$ cat config.mk
export PLATFORM = sky130hd
export DESIGN_NAME = obd2_pid_decode_and_cache_unit
export DESIGN_NICKNAME = d
export VERILOG_FILES = /design/src/design/opdc_pkg.sv /design/src/design/opdc_front.sv /design/src/design/opdc_back.sv /design/src/design/obd2_pid_decode_and_cache_unit.sv
export SDC_FILE = /design/constraint.sdc
export NUM_CORES = 2
export LEC_CHECK = 0
export BUFFER_PORTS_ARGS = -buffer_cell sky130_fd_sc_hd__buf_2
export CORE_MARGIN = 1
export CORE_UTILIZATION = 50
export CTS_BUF_LIST = sky130_fd_sc_hd__clkbuf_8 sky130_fd_sc_hd__clkbuf_16
export CTS_CLUSTER_DIAMETER = 120
export DETAILED_ROUTE_END_ITERATION = 6
export GPL_TIMING_DRIVEN = 0
export PLACE_DENSITY = 0.73
export SLEW_MARGIN = 30
export SYNTH_ARGS = -nofsm -noshare
export SYNTH_HDL_FRONTEND = slang
export SYNTH_SLANG_ARGS = --single-unit
$ cat constraint.sdc
create_clock -name aclk -period 18 [get_ports aclk]
set_clock_uncertainty 0.2 [all_clocks]
set_input_delay 0 -clock aclk [delete_from_list [all_inputs] [get_ports aclk]]
set_output_delay 0 -clock aclk [all_outputs]
set_load 0.05 [all_outputs]
$ cat src/design/opdc_pkg.sv
// Package with shared types, constants and the PID scaling function.
package opdc_pkg;

    localparam int MAX_TRACKED_DEF = 16;
    localparam int VAL_W = 40;
    localparam int STAMP_W = 32;
    // ceil(2^39 / 255); exact floor division by 255 for dividends below 2^25.
    localparam logic [31:0] RECIP255 = 32'd2155905153;
    localparam int RECIP255_SH = 39;

    typedef enum logic [2:0] {
        ST_STORED  = 3'd0,
        ST_UNKNOWN = 3'd1,
        ST_FULL    = 3'd2,
        ST_HIT     = 3'd3,
        ST_MISS    = 3'd4
    } status_t;

    // Request as classified by the front end.
    typedef struct packed {
        logic                     lookup;
        logic [7:0]               pid;
        logic                     known;
        logic signed [VAL_W-1:0]  value;
        logic [STAMP_W-1:0]       stamp;
    } req_t;

    // A*100000/255 rounded, for A in 0..255: floor((A*100000 + 127) / 255)
    // by reciprocal multiplication.
    function automatic logic signed [VAL_W-1:0] pct255(input logic [7:0] a);
        logic [24:0] y;
        logic [56:0] p;
        logic [17:0] q;
        begin
            y = 25'(a) * 25'd100000 + 25'd127;
            p = 57'(y) * 57'(RECIP255);
            q = p[56:RECIP255_SH];
            pct255 = VAL_W'(signed'({1'b0, q}));
        end
    endfunction

    // Decode one response into thousandths; known flags a supported PID.
    function automatic logic [VAL_W:0] decode(input logic [7:0] pid,
            input logic [7:0] a, input logic [7:0] b, input logic [7:0] c,
            input logic [7:0] d);
        logic signed [VAL_W-1:0] sa;
        logic signed [VAL_W-1:0] sw;
        logic signed [VAL_W-1:0] sw2;
        logic signed [VAL_W-1:0] v;
        logic                    k;
        begin
            sa  = VAL_W'(signed'({1'b0, a}));
            sw  = VAL_W'(signed'({1'b0, a, b}));
            sw2 = VAL_W'(signed'({1'b0, b, c}));
            k = 1'b1;
            v = '0;
            case (pid)
                8'h04, 8'h11, 8'h2C, 8'h2F, 8'h47, 8'h49, 8'h4A, 8'h52:
                    v = pct255(a);
                8'h05, 8'h0F, 8'h46, 8'h5C: v = (sa - 40) * 1000;
                // (A-128)*100000/128 = (A-128)*781.25, rounded half up.
                8'h06, 8'h07, 8'h08, 8'h09: v = ((sa - 128) * 3125 + 2) >>> 2;
                8'h0A: v = sa * 3000;
                8'h0B, 8'h0D, 8'h1C, 8'h33, 8'h51: v = sa * 1000;
                8'h0C: v = sw * 250;
                8'h0E: v = sa * 500 - 64000;
                8'h10: v = sw * 10;
                8'h14: v = sa * 5;
                8'h1F, 8'h63: v = sw * 1000;
                8'h23, 8'h74: v = sw * 10000;
                8'h3C: v = sw * 100 - 40000;
                8'h42: v = sw;
                8'h5D: v = ((sw - 26880) * 125 + 8) >>> 4;
                8'h5E: v = sw * 50;
                8'h61, 8'h62: v = (sa - 125) * 1000;
                8'h6F, 8'h70: v = ((sw * 125 + 2) >>> 2) - 1000;
                8'h78: v = sw2 * 100 - 40000;
                8'hA6: v = VAL_W'(signed'({1'b0, a, b, c, d})) * 100;
                default: k = 1'b0;
            endcase
            decode = {k, v};
        end
    endfunction

endpackage

$ cat src/design/opdc_front.sv
// Front end: accepts requests, decodes the response and queues it.
module opdc_front (
    input  logic              aclk,
    input  logic              aresetn,
    input  logic              in_valid,
    output logic              in_ready,
    input  logic              action,
    input  logic [7:0]        pid,
    input  logic [31:0]       bytes_abcd,
    input  logic [31:0]       now_ms,
    output logic              q_valid,
    input  logic              q_ready,
    output opdc_pkg::req_t    q_req
);
    localparam int QD = 2;
    opdc_pkg::req_t mem_reg [QD];
    logic [0:0] wp_reg, rp_reg;
    logic [1:0] cnt_reg;
    logic [opdc_pkg::VAL_W:0] dec;
    opdc_pkg::req_t r;
    logic push, pop;

    always_comb begin
        dec = opdc_pkg::decode(pid, bytes_abcd[7:0], bytes_abcd[15:8],
                               bytes_abcd[23:16], bytes_abcd[31:24]);
        r.lookup = action;
        r.pid = pid;
        r.known = dec[opdc_pkg::VAL_W];
        r.value = dec[opdc_pkg::VAL_W-1:0];
        r.stamp = now_ms;
    end

    assign in_ready = (cnt_reg != 2'(QD));
    assign push = in_valid && in_ready;
    assign q_valid = (cnt_reg != 2'd0);
    assign pop = q_valid && q_ready;
    assign q_req = mem_reg[rp_reg];

    always_ff @(posedge aclk) begin
        if (push) begin
            mem_reg[wp_reg] <= r;
        end
        if (!aresetn) begin
            wp_reg <= '0;
            rp_reg <= '0;
            cnt_reg <= '0;
        end else begin
            if (push) wp_reg <= wp_reg + 1'b1;
            if (pop) rp_reg <= rp_reg + 1'b1;
            cnt_reg <= cnt_reg + 2'(push) - 2'(pop);
        end
    end
endmodule

$ cat src/design/opdc_back.sv
// Back end: searches and updates the PID cache, holds the result register.
module opdc_back #(
    parameter int MAX_TRACKED = opdc_pkg::MAX_TRACKED_DEF
) (
    input  logic                              aclk,
    input  logic                              aresetn,
    input  logic                              q_valid,
    output logic                              q_ready,
    input  opdc_pkg::req_t                    q_req,
    output logic                              out_valid,
    input  logic                              out_ready,
    output logic [2:0]                        out_status,
    output logic signed [opdc_pkg::VAL_W-1:0] out_value,
    output logic [opdc_pkg::STAMP_W-1:0]      out_stamp
);
    localparam int IW = (MAX_TRACKED > 1) ? $clog2(MAX_TRACKED) : 1;
    localparam int CW = $clog2(MAX_TRACKED + 1);

    logic [7:0]                        pid_reg   [MAX_TRACKED];
    logic signed [opdc_pkg::VAL_W-1:0] value_reg [MAX_TRACKED];
    logic [opdc_pkg::STAMP_W-1:0]      stamp_reg [MAX_TRACKED];
    logic [CW-1:0] count_reg;
    logic          hit;
    logic [IW-1:0] idx;
    logic          do_req, wr, alloc;
    opdc_pkg::status_t st;
    logic [IW-1:0] widx;
    logic signed [opdc_pkg::VAL_W-1:0] out_value_next;
    logic [opdc_pkg::STAMP_W-1:0]      out_stamp_next;

    always_comb begin
        hit = 1'b0;
        idx = '0;
        for (int i = MAX_TRACKED - 1; i >= 0; i--) begin
            if (CW'(i) < count_reg && pid_reg[i] == q_req.pid) begin
                hit = 1'b1;
                idx = IW'(i);
            end
        end
    end

    assign q_ready = !out_valid || out_ready;
    assign do_req = q_valid && q_ready;

    always_comb begin
        alloc = 1'b0;
        wr = 1'b0;
        widx = hit ? idx : count_reg[IW-1:0];
        if (q_req.lookup) begin
            st = hit ? opdc_pkg::ST_HIT : opdc_pkg::ST_MISS;
        end else if (!q_req.known) begin
            st = opdc_pkg::ST_UNKNOWN;
        end else if (hit) begin
            st = opdc_pkg::ST_STORED;
            wr = 1'b1;
        end else if (count_reg < CW'(MAX_TRACKED)) begin
            st = opdc_pkg::ST_STORED;
            wr = 1'b1;
            alloc = 1'b1;
        end else begin
            st = opdc_pkg::ST_FULL;
        end
    end

    always_comb begin
        out_value_next = '0;
        out_stamp_next = '0;
        if (q_req.lookup && hit) begin
            out_value_next = value_reg[idx];
            out_stamp_next = stamp_reg[idx];
        end else if (!q_req.lookup && q_req.known) begin
            out_value_next = q_req.value;
        end
    end

    always_ff @(posedge aclk) begin
        if (do_req) begin
            out_status <= 3'(st);
            out_value <= out_value_next;
            out_stamp <= out_stamp_next;
            if (wr) begin
                pid_reg[widx] <= q_req.pid;
                value_reg[widx] <= q_req.value;
                stamp_reg[widx] <= q_req.stamp;
            end
        end
        if (!aresetn) begin
            out_valid <= 1'b0;
            count_reg <= '0;
        end else begin
            if (do_req) out_valid <= 1'b1;
            else if (out_ready) out_valid <= 1'b0;
            if (do_req && alloc) count_reg <= count_reg + 1'b1;
        end
    end
endmodule

$ cat src/design/obd2_pid_decode_and_cache_unit.sv
// Top level of the OBD-II PID decoder with its PID-keyed value cache.
//
// Input stream s_axis: one request per transfer. tuser carries action
// (0 decode and store, 1 look up); tdata carries pid, bytes A to D and
// now_ms. Output stream m_axis: one result per request, tdata carrying
// status, value_milli and stamp_ms.
// The front end decodes the response with the PID's scaling formula and
// places it in a two-entry queue; the back end compares the PID against
// all cache entries in parallel, updates the cache and loads the output
// register. A request is written into the queue register and then into the
// output register, where m_axis_tvalid rises; one request per cycle is
// sustained while the receiver takes results.
// When the receiver stalls, the output register holds its result, the
// queue fills and s_axis_tready falls once two requests wait.
// Reset empties the queue, drops the output and marks the cache empty;
// no clearing pass is needed.
module obd2_pid_decode_and_cache_unit #(
    parameter int MAX_TRACKED = opdc_pkg::MAX_TRACKED_DEF
) (
    input  logic        aclk,
    input  logic        aresetn,
    input  logic        s_axis_tvalid,
    output logic        s_axis_tready,
    input  logic [71:0] s_axis_tdata,  // pid, byte_a, byte_b, byte_c, byte_d, now_ms
    input  logic        s_axis_tuser,  // action
    output logic        m_axis_tvalid,
    input  logic        m_axis_tready,
    output logic [79:0] m_axis_tdata   // status, value_milli, stamp_ms, zero pad
);
    logic q_valid, q_ready;
    opdc_pkg::req_t q_req;
    logic [2:0] st;
    logic signed [opdc_pkg::VAL_W-1:0] val;
    logic [opdc_pkg::STAMP_W-1:0] stp;

    opdc_front u_front (
        .aclk(aclk), .aresetn(aresetn),
        .in_valid(s_axis_tvalid), .in_ready(s_axis_tready),
        .action(s_axis_tuser), .pid(s_axis_tdata[7:0]),
        .bytes_abcd(s_axis_tdata[39:8]), .now_ms(s_axis_tdata[71:40]),
        .q_valid(q_valid), .q_ready(q_ready), .q_req(q_req)
    );

    opdc_back #(.MAX_TRACKED(MAX_TRACKED)) u_back (
        .aclk(aclk), .aresetn(aresetn),
        .q_valid(q_valid), .q_ready(q_ready), .q_req(q_req),
        .out_valid(m_axis_tvalid), .out_ready(m_axis_tready),
        .out_status(st), .out_value(val), .out_stamp(stp)
    );

    assign m_axis_tdata = {5'd0, stp, val, st};

    // A stalled result must not change.
    assert property (@(posedge aclk) disable iff (!aresetn)
        m_axis_tvalid && !m_axis_tready |=> $stable(m_axis_tdata))
        else $error("result changed while stalled");

    // Non-hit results never carry a stamp.
    assert property (@(posedge aclk) disable iff (!aresetn)
        m_axis_tvalid && st != 3'(opdc_pkg::ST_HIT) |-> stp == '0)
        else $error("stamp on non-hit result");

    // Unknown and miss results carry a zero value.
    assert property (@(posedge aclk) disable iff (!aresetn)
        m_axis_tvalid && (st == 3'(opdc_pkg::ST_UNKNOWN) ||
        st == 3'(opdc_pkg::ST_MISS)) |-> val == '0)
        else $error("value on unknown or miss");
endmodule
==> metrics.md <==
| Metric | Value |
|---|---|
| Final Util | `57.2%` |
| Die height | `425 µm` |
| Post-route total power | `15.9 mW` |
| Area Growth Syn to Fin | `13.1%` |
| Slowest-stage cell, CP | `ha_2` |
| DP Worst Slack | `5.00 ns` |
| Failing checks | `design-rule violations` |
| Num CTS Buffers | `136` |
| Final WL | `about 320 mm` |
| Placed cell area | `0.0961 mm²` |
| Synth Register Bits | `1530` |
| Final period utilization | `between 60% and 70%` |
| Synth Area in XOR/XNOR | `4.10%` |
| Post-synth EDFFs | `1519` |
| Unrepaired setup endpoints after global routing | `no` |
| Peak supply drop | `0.193 mV` |
| Main area contributors after synthesis | `edfxtp_1 (51%), ha_1 (9.7%), fa_1 (6.5%)` |
| Hold depth | `5` |
| Placed cell count | `10.1k` |
| Status | `finished, violations left` |
| Largest register FFs | `640` |
| Max-Cap Viols | `0` |
| Final Non-Filler Cells | `around 10k` |
| Final Worst Setup Slack | `~5.8 ns` |
| TritonRoute pass-1 iters | `7` |
| Initial DRC count | `approximately 8.4k` |
| Final GP Congestion | `between 1 and 1.5` |
| Starting Density | `50.6%` |
| Post-synth cell types | `90` |
| Minimum clock period | `between 10 and 15 ns` |
| Simple-gate share of the synthesized area | `9.36%` |
| Mean number of vias per cell | `6.36` |
| Area fraction of the dominant cell type after synthesis | `between 50% and 60%` |
| Slew headroom | `25.4%` |
| CP required | `18.28 ns` |
| Worst Setup Start Kind | `input port` |
| Gr ovfl total | `0` |
| Maximum fanout along the worst path | `20` |
| Worst setup path class | `in -> reg` |
| Syn Area/Cell | `12.0 µm²` |
| Fmax | `81.7 MHz` |
| Critical Path End Type | `flop` |
| Worst Hold End | `u_front.mem_reg[1][35]` |
| Post-synthesis adder-cell area fraction | `16.2%` |
| Synth Instances | `7494` |
| Clock Pin Slew Worst Setup and Hold Paths | `approximately 0.060 ns` |
| Clock tree from TritonCTS | `built` |
| Clk sinks | `1530` |
| Resized Gates After CTS | `0` |
| DRC Markers | `18` |
| Root Driver | `clkbuf_16` |
| Overall Global Routing Usage | `35.4%` |
| Compound-gate portion of the synthesized area | `12.3%` |
| Ys flop type | `edfxtp_1` |
| Reg2reg setup slack | `10.49 ns` |
| First-pass GRT wire length | `~460 mm` |
| Actual slew at the worst max-slew pin | `1.12 ns` |
| Die area | `0.181 mm²` |
| CP startpoint | `s_axis_tdata[8]` |
| Pwr/cell area | `157 mW/mm²` |
| Leakage power | `39.4 nW` |
| Number of global-route vias before repair | `65.1k` |
| Critical path arrival | `approximately 13 ns` |
| Setup TNS | `0 ns` |
| I/O pins | `159` |
| Sequential area share after synthesis | `about half` |
| Hold path startpoint | `s_axis_tdata[25]` |
| Avg WL per Cell | `approximately 31 µm` |
| Post-route cell area | `0.101 mm²` |
| Die width | `425 µm` |
| Largest area contributor in the netlist | `edfxtp_1` |
| Synthesized area | `approximately 0.09 mm²` |
| Pin count of the biggest net entering global routing | `43` |
| Hold Path Class | `in -> reg` |
| Most frequent cell after synthesis | `edfxtp_1` |
| Final nets | `9087` |
| Reg2reg end | `u_back.value_reg[4][24]` |
| CTS H-tree lvls | `4` |
| Fin Hold WS | `0.0483 ns` |
| Hpwl dp | `between 200 and 250 mm` |
| Post-synth ARST share | `0%` |
| Crit path largest cell delay | `~0.90 ns` |
| Input/output buffers | `153` |
| Mux cell area share after synthesis | `2.39%` |
| Final Setup Violations | `0` |
| Reg2Reg Depth | `21` |
| Maximum root-to-sink buffer count | `3` |
| Most instantiated cells after synthesis | `edfxtp_1 (1519), ha_1 (696), inv_1 (665), nand2_1 (474), a21oi_1 (366)` |
| Final ANT Viol Nets | `0` |
| Slew Viols, Final | `0` |
| Most used cell along the critical path | `fa_1` |
| Initial antenna violation count | `6` |
| Final hold violations | `0` |
| Fill count | `14.3k` |
| Largest family of logic cells by synthesized area | `adder cells` |
| # rows | `154` |
| Worst-Skew Late Latency | `0.79 ns` |
| Core area | `0.177 mm²` |
| Yosys warnings | `0` |
| Share of cells above drive strength 1 | `9.17%` |
| Vias | `66.6k` |
## power by group
group | internal (mW) | total (mW) | switching, mW
Combinational | 2.96 | 8.63 | 5.67
Clock | 1.53 | 2.84 | 1.31
Sequential | 4.36 | 4.42 | 0.0528
## cell families after synthesis
| kind of cell | after synthesis |
|---|---|
| AOI/OAI and AO/OA | 1634 |
| and+or+nand+nor | 1686 |
| muxes | 196 |
| adders and majority gates | 986 |
| other | 1 |
| xor gates and xnor gates | 419 |
| buffers and inverters | 1042 |
| DFF | 1530 |
## worst max-delay path: cells and delay by family
family                     cells  cell delay (ns)
adders and majority gates      9             4.29
AOI/OAI and AO/OA              8             2.58
buffers and inverters          7             2.56
and+or+nand+nor                9             1.40
xor gates and xnor gates       2             1.18
muxes                          1             0.41
## layer usage
metal / share of wire (%) / GRT usage, % / up-vias
met5: 0.017 / 0 / -
met4: 8.2 / 24.1 / 8
met3: 8.3 / 5.41 / 887
met2: 47 / 58.6 / 3895
met1: 36 / 42.6 / 32903
li1: - / - / 28908
## worst max path at each step
stage,endpoint,slack (ns)
finish,u_front.mem_reg[1][37],5.76
global route,u_front.mem_reg[0][37],5.66
CTS,u_front.mem_reg[1][37],5.77
detailed placement,u_front.mem_reg[1][37],5.00
global placement,u_back.value_reg[0][24],-5.54
floorplan,u_back.pid_reg[0][0],4.71
## final cells by class
cell class | count | area (µm²) | area share, %
clock buffers | 136 | 3400 | 3.36
well taps | 2340 | 2930 | 2.89
flip-flops and latches | 1530 | 45800 | 45.2
clock inverters | 112 | 882 | 0.870
inverters | 666 | 2500 | 2.47
repair buffers | 386 | 4110 | 4.05
diodes | 2 | 5.00 | 0.00494
plain buffers | 376 | 1560 | 1.54
multi-input cells | 4928 | 40100 | 39.6
## layout by cell type, fill, tap and decap left out, types with 35 or more instances in the layout
master         instances
mux2_2                53
xnor2_1              304
buf_16                63
o21ai_0              348
fa_1                 290
ha_1                 695
a21o_1               105
clkbuf_1             254
nand2b_1              43
a2111oi_0             65
a311oi_1             101
xor2_1               109
a21oi_1              365
buf_2                256
clkbuf_16            136
nand2_1              473
nor2_1               221
o21a_1                42
a221oi_1              35
a31oi_1               50
or4_1                 53
and3_1               166
inv_1                683
nor2b_1               47
nor3_1                76
nand3_1              347
nand4_1               51
clkinv_1              37
a211oi_1             186
mux2i_1              110
dlygate4sd3_1         88
edfxtp_1            1519
## repair_timing
item | in CTS | in global routing
endpoints found under the hold margin | 239 | 0
hold buffers | 88 | 0
setup buffers | 0 | 0
Power figures use the tool's default switching activity.
